## config.mk

```make
export PLATFORM = sky130hd
export DESIGN_NAME = hmc_ctrl
export DESIGN_NICKNAME = d
export VERILOG_FILES = /design/src/sv/hmc_pkg.sv /design/src/sv/hmc_ctrl.sv
export SDC_FILE = /design/constraint.sdc
export NUM_CORES = 1
export LEC_CHECK = 0
export ABC_AREA = 1
export BUFFER_PORTS_ARGS = -buffer_cell sky130_fd_sc_hd__buf_2
export CORE_AREA = 2 2 39 41
export CTS_CLUSTER_DIAMETER = 200
export DETAILED_ROUTE_END_ITERATION = 8
export DIE_AREA = 0 0 41 43
export GPL_TIMING_DRIVEN = 0
export PLACE_DENSITY = 0.52
export REMOVE_ABC_BUFFERS = 1
export SYNTH_ARGS = -nofsm -noshare
export SYNTH_HDL_FRONTEND = slang
export SYNTH_SLANG_ARGS = --single-unit
```

## constraint.sdc

```tcl
create_clock -name clk -period 0.95 [get_ports clk]
set_input_delay 0.0475 -clock clk [delete_from_list [all_inputs] [get_ports clk]]
set_output_delay 0.0475 -clock clk [all_outputs]
set_load 0.05 [all_outputs]
```

## src/sv/hmc_pkg.sv

```systemverilog
// hmc_pkg: shared types and constants of the host mailbox channel
// used by the interfaces, the controller and the datapath; no dependencies
package hmc_pkg;

    // request action codes
    localparam logic [2:0] ACT_HOST_READ  = 3'd0;
    localparam logic [2:0] ACT_HOST_WRITE = 3'd1;
    localparam logic [2:0] ACT_PUSH_RESP  = 3'd2;
    localparam logic [2:0] ACT_POP_CMD    = 3'd3;
    localparam logic [2:0] ACT_TAKE_RESET = 3'd4;

    // host register offsets
    localparam logic [7:0] OFF_CMD    = 8'h40;
    localparam logic [7:0] OFF_STATUS = 8'h50;
    localparam logic [7:0] OFF_RESP   = 8'h60;

    localparam logic [7:0] STATUS_SIG = 8'hD0;
    localparam logic [7:0] ECHO_RESET = 8'hFF;

    typedef logic [2:0] action_t;
    typedef logic [7:0] byte_t;

    // controller commands to the datapath
    typedef struct packed {
        logic load_item;
        logic exec;
        logic publish;
        logic finish;
    } hmc_cmd_t;

endpackage

```

## src/sv/hmc_ctrl.sv

```systemverilog
// hmc_ctrl: request sequencer of the host mailbox channel
// depends on hmc_pkg; drives the datapath through hmc_cmd_t
module hmc_ctrl (
    input  logic              clk,
    input  logic              rst_n,
    input  logic              in_valid,
    output logic              in_ready,
    output logic              out_valid,
    input  logic              out_ready,
    output hmc_pkg::hmc_cmd_t cmd
);
    import hmc_pkg::*;

    typedef enum logic [3:0] {
        ST_IDLE = 4'b0001,
        ST_EXEC = 4'b0010,
        ST_PUB  = 4'b0100,
        ST_FIN  = 4'b1000
    } state_t;

    state_t state_reg, state_next;
    logic   out_valid_reg, out_valid_next;
    logic   slot_free;

    assign in_ready  = (state_reg == ST_IDLE);
    assign out_valid = out_valid_reg;
    assign slot_free = !out_valid_reg || out_ready;

    always_comb
    begin
        state_next    = state_reg;
        cmd           = '0;
        cmd.load_item = in_valid && (state_reg == ST_IDLE);
        case (state_reg)
            ST_IDLE:
            begin
                if (in_valid)
                begin
                    state_next = ST_EXEC;
                end
            end
            ST_EXEC:
            begin
                cmd.exec   = 1'b1;
                state_next = ST_PUB;
            end
            ST_PUB:
            begin
                cmd.publish = 1'b1;
                state_next  = ST_FIN;
            end
            ST_FIN:
            begin
                // hold here while the previous result is still waiting
                if (slot_free)
                begin
                    cmd.finish = 1'b1;
                    state_next = ST_IDLE;
                end
            end
            default:
            begin
                state_next = ST_IDLE;
            end
        endcase
    end

    always_comb
    begin
        out_valid_next = out_valid_reg;
        if (cmd.finish)
        begin
            out_valid_next = 1'b1;
        end
        else if (out_ready)
        begin
            out_valid_next = 1'b0;
        end
    end

    always_ff @(posedge clk or negedge rst_n)
    begin
        if (!rst_n)
        begin
            state_reg     <= ST_IDLE;
            out_valid_reg <= 1'b0;
        end
        else
        begin
            state_reg     <= state_next;
            out_valid_reg <= out_valid_next;
        end
    end

endmodule

```

; ---- Yosys cells after proc, flatten, opt, wreduce, memory -nomap -nowiden
; Index checks and enable logic that the tools add are counted.
[word_totals]
reg_bits = 5
inputBits = 4
out_inout_bits = 6
wordCells = 22
[op_classes]
eq_ne = 6
muxes = 9
n_reduce_logical = 5
[ops]
columns = operator, n
row1 = 4-bit one-hot mux with 4 select lines, 1
row2 = 4-bit two-way mux, 2
row3 = 1-bit two-way mux, 6
row4 = "4-bit by 1-bit == test with 1-bit output, second input constant", 1
row5 = "4-bit by 2-bit == test with 1-bit output, second input constant", 1
row6 = "4-bit by 3-bit == test with 1-bit output, second input constant", 1
row7 = "4-bit == test, second input constant", 1
row8 = "2-bit inequality test, second input constant", 2
row9 = 2-bit AND reduction, 1
row10 = 2-bit nonzero test, 1
row11 = 1-bit logical AND, 1
row12 = 1-bit zero test, 1
row13 = 1-bit logical OR, 1

; ---- Logic depth before layout (Yosys ltp)
[logic_depth]
word_depth = 5
mapped_depth = 6
depth_no_buf = 6

; ---- Least setup slack after synthesis
; Ideal clock, no wire load.
[synth_timing]
path_type = register to output
start = register state_reg[0]
end = output cmd[3] in the netlist's numbering
arrival_time_ns = 1.363
required_ns = 0.902
path_slack_ns = -0.461
stages_incl_launch_ff = 5
path_buffers = 0
path_cell_list = dfstp_2 inv_1 nor2_2 nand2_2 nor2_1
[synth_lines]
columns = element, line
row1 = from (decl), hmc_ctrl.sv:21  ; state_t state_reg, state_next;
row2 = from (signal assigned), hmc_ctrl.sv:90  ; state_reg <= state_next;
row3 = to (decl), hmc_ctrl.sv:10  ; output hmc_pkg::hmc_cmd_t cmd

==> metrics.txt <==
# TYPE chip_impl_metric gauge
chip_impl_info{name="status",value="finished, violations left"} 1
chip_impl_info{name="violated_checks",value="negative setup slack"} 1
chip_impl_metric{name="critical_path_required",unit="ns"} 0.90
chip_impl_metric{name="track_usage",unit=""} 0.0796
chip_impl_metric{name="start_util",unit=""} 0.191
chip_impl_info{name="crit_path_frequent_cell",value="nor2_2"} 1
chip_impl_metric{name="synth-seq-area-share",unit=""} 0.479
chip_impl_metric{name="number_of_buffers_created_by_cts",unit=""} 3
chip_impl_metric{name="timing.final.max_slew_violations",unit=""} 0
chip_impl_info{name="worstSetupEndpointType",value="primary output"} 1
chip_impl_info{name="worstSetupStartpointType",value="flip-flop"} 1
chip_impl_metric{name="max_cap_viol_count",unit=""} 0
chip_impl_metric{name="drive_above_1_share",unit=""} 0.500
chip_impl_metric{name="cts_htree_levels",unit=""} 1
chip_impl_metric{name="final_core_util",unit=""} 0.295
chip_impl_metric{name="critical-path-max-stage-delay",unit="ns"} 0.53
chip_impl_metric{name="dieArea",unit="µm²"} 1760
chip_impl_metric{name="crit_arrival",unit="ns"} 1.26
chip_impl_metric{name="avgRoutedWirePerCell",unit="µm"} 7.92
chip_impl_metric{name="placementRows",unit=""} 14
chip_impl_metric{name="wirelength",unit="µm"} 507
chip_impl_metric{name="clock_sink_count",unit=""} 5
chip_impl_metric{name="fmax",unit="MHz"} 767
chip_impl_metric{name="hpwl_reported_at_the_end_of_detailed_placement",unit="µm"} 363
chip_impl_metric{name="design.core.area",unit="µm²"} 1380
chip_impl_metric{name="vdd.ir_drop.worst",unit="µV"} 1500
chip_impl_metric{name="slew-limit-headroom",unit=""} 0.837
chip_impl_metric{name="synth_seq_cells",unit=""} 5
chip_impl_info{name="startpoint_of_the_worst_hold_path",value="in_valid"} 1
chip_impl_info{name="timing.rr.start",value="state_reg[0]$_DFFE_PN1P_"} 1
chip_impl_metric{name="timing.critical_path.fanout_max",unit=""} 4
chip_impl_info{name="crit_path_cell_trace",value="inv_2 > nor2_2 > nand2_2 > nor2_2 > buf_6"} 1
chip_impl_metric{name="timing.final.hold_violations",unit=""} 0
chip_impl_metric{name="cts.path.max_buffers",unit=""} 2
chip_impl_info{name="critPathKind",value="flip-flop to primary output"} 1
chip_impl_metric{name="top_level_ports",unit=""} 10
chip_impl_metric{name="final-setup-viol-count",unit=""} 6
chip_impl_metric{name="power_density",unit="nW/µm²"} 3530
chip_impl_metric{name="worst_slew_pin_slew",unit="ns"} 0.246
chip_impl_metric{name="floorplan.die.width",unit="µm"} 41
chip_impl_metric{name="timing.reg2reg.setup_slack",unit="ns"} -0.17
chip_impl_metric{name="drt_iter0_markers",unit=""} 2
chip_impl_info{name="cts_root_buffer",value="clkbuf_4"} 1
chip_impl_metric{name="finalWeightedCongestion",unit=""} 0.702
chip_impl_metric{name="finalNonFillerCells",unit=""} 64
chip_impl_metric{name="yosys.cell_types.count",unit=""} 12
chip_impl_info{name="holdCritPathClass",value="input port to flip-flop"} 1
chip_impl_metric{name="synth_cells",unit=""} 34
chip_impl_metric{name="first_global_vias",unit=""} 253
chip_impl_metric{name="post-route-min-period",unit="ns"} 1.30
chip_impl_metric{name="syn-mean-instance-area",unit="µm²"} 7.76
chip_impl_metric{name="route.antenna.remaining_nets",unit=""} 0
chip_impl_metric{name="finalSetupTns",unit="ns"} -1.68
chip_impl_metric{name="final_period_util",unit=""} 1.37
chip_impl_metric{name="clock_pin_slew_on_the_worst_setup_and_hold_paths",unit="ns"} 0.04
chip_impl_metric{name="numPlacedInstances",unit=""} 57
chip_impl_metric{name="grt_first_pass_wirelength",unit="µm"} 883
chip_impl_metric{name="areaGrowthSynthToFinish",unit="%"} 54.5
chip_impl_metric{name="fill_cells",unit=""} 148
chip_impl_metric{name="antenna_found_initial",unit=""} 0
chip_impl_metric{name="residual_overflow_from_global_routing",unit=""} 0
chip_impl_metric{name="synth.yosys.warnings",unit=""} 0
chip_impl_metric{name="die_h",unit="µm"} 43
chip_impl_info{name="cts_tree",value="yes"} 1
chip_impl_info{name="timing.critical_path.slowest_stage_cell",value="dfstp_2"} 1
chip_impl_metric{name="routed_via_density",unit=""} 3.78
chip_impl_metric{name="worst_clock_skew",unit="ns"} 0.00152
chip_impl_metric{name="clk-insertion-delay-late",unit="ns"} 0.24
chip_impl_metric{name="largest_register_ffs",unit=""} 4
chip_impl_metric{name="postLayoutSetupSlackWorst",unit="ns"} -0.353
chip_impl_info{name="timing.critical_path.from",value="state_reg[0]$_DFFE_PN1P_"} 1
chip_impl_metric{name="num_vias",unit=""} 242
chip_impl_metric{name="port-buffer-count",unit=""} 9
chip_impl_info{name="unrepaired_setup_endpoints_after_global_routing",value="yes"} 1
chip_impl_metric{name="static_leakage",unit="nW"} 0.232
chip_impl_metric{name="synthesis.area",unit="µm²"} 264
chip_impl_metric{name="grt_max_degree",unit=""} 6
chip_impl_metric{name="drt_pass1_iterations",unit=""} 2
chip_impl_metric{name="remaining_drc_errors",unit=""} 0
chip_impl_metric{name="hold_ws",unit="ns"} 0.0565
chip_impl_metric{name="antenna-diode-count",unit=""} 0
chip_impl_metric{name="design.final.nets",unit=""} 53
-- synth_stat cells, drive strengths merged --
cell    count  area [µm²]
buf         2        15.0
nand2       4        20.0
dfstp       1        26.3
clkinv      1        5.00
inv         8        30.0
a21oi       1        8.76
dfrtp       4         100
nand3       3        15.0
o21ai       1        5.00
nor2        9        38.8
-- path summary, 6_finish.rpt --
kind                            depth (start not counted)                        to
min in group asynchronous                               2  state_reg[3]$_DFFE_PN0P_
worst min register to register                          3  state_reg[2]$_DFFE_PN0P_
worst max register to register                          7  state_reg[0]$_DFFE_PN1P_
worst min-delay path                                    4  state_reg[0]$_DFFE_PN1P_
worst max-delay path                                    5                    cmd[3]
max in group asynchronous                               2  state_reg[0]$_DFFE_PN1P_
-- critical path: cells and delay by family (launching register included) --
family                 cells  cell delay (ns)
and+or+nand+nor            3             0.28
DFF                        1             0.53
buffers and inverters      2             0.20
-- cells by family after synthesis --
group	share of synthesized area
AO/OA/AOI/OAI	0.0521
buffers and inverters	0.190
AND/OR/NAND/NOR	0.280
flip-flops	0.479
-- layout by cell type (no fill, tap or decap) --
master         synthesis  routed
clkinv_2               1       1
inv_1                  8       7
nor2_1                 7       6
dfrtp_1                4       4
nand2_2                2       2
clkbuf_1               0       1
o21ai_1                1       1
a21oi_2                1       1
dlygate4sd3_1          0       1
clkbuf_4               0       3
buf_2                  0       4
nand3_1                3       2
buf_4                  2       2
buf_8                  0       1
dfstp_2                1       1
nor2_2                 2       3
inv_2                  0       1
nand3_2                0       1
nand2_1                2       2
buf_6                  0       4
-- what timing repair did --
item,in CTS,in global routing
setup buffers,2,0
gates resized for setup,14,0
pin swaps,1,0
setup endpoints to repair,6,7
hold buffers,1,0
endpoints found under the hold margin,5,0
-- where the power goes --
part | internal [mW] | switching, mW
Clock | 0.159 | 0.0886
Combinational | 0.351 | 0.510
Sequential | 0.288 | 0.0416
-- final cells by class --
cell class / instances / area, µm² / share of cell area
tap: 16 / 20.0 / 0.0491
multi-input combinational: 18 / 95.1 / 0.233
timing repair buffer: 12 / 105 / 0.258
sequential: 5 / 126 / 0.310
inverter: 9 / 35.0 / 0.0859
clock buffer: 4 / 26.3 / 0.0644
-- layer usage --
layer | track usage | part of all wire | wire (µm)
met1 | 0.0779 | 0.38 | 191
met3 | 0.0157 | 0.053 | 27
met2 | 0.116 | 0.56 | 284
met5 | 0 | 0 | 0
met4 | 0.100 | 0.0079 | 4
-- per-stage QoR --
step / power, mW / instance area [µm²] / setup slack [ns]
6_report: 1.44 / 408 / -0.353
4_1_cts: 1.45 / 408 / -0.349
3_3_place_gp: 0.928 / 314 / -0.161
5_1_grt: 1.55 / 408 / -0.429
3_5_place_dp: 0.932 / 314 / -0.163
2_1_floorplan: 0.822 / 249 / -0.461
No activity file was read; power rests on OpenSTA's default activity.
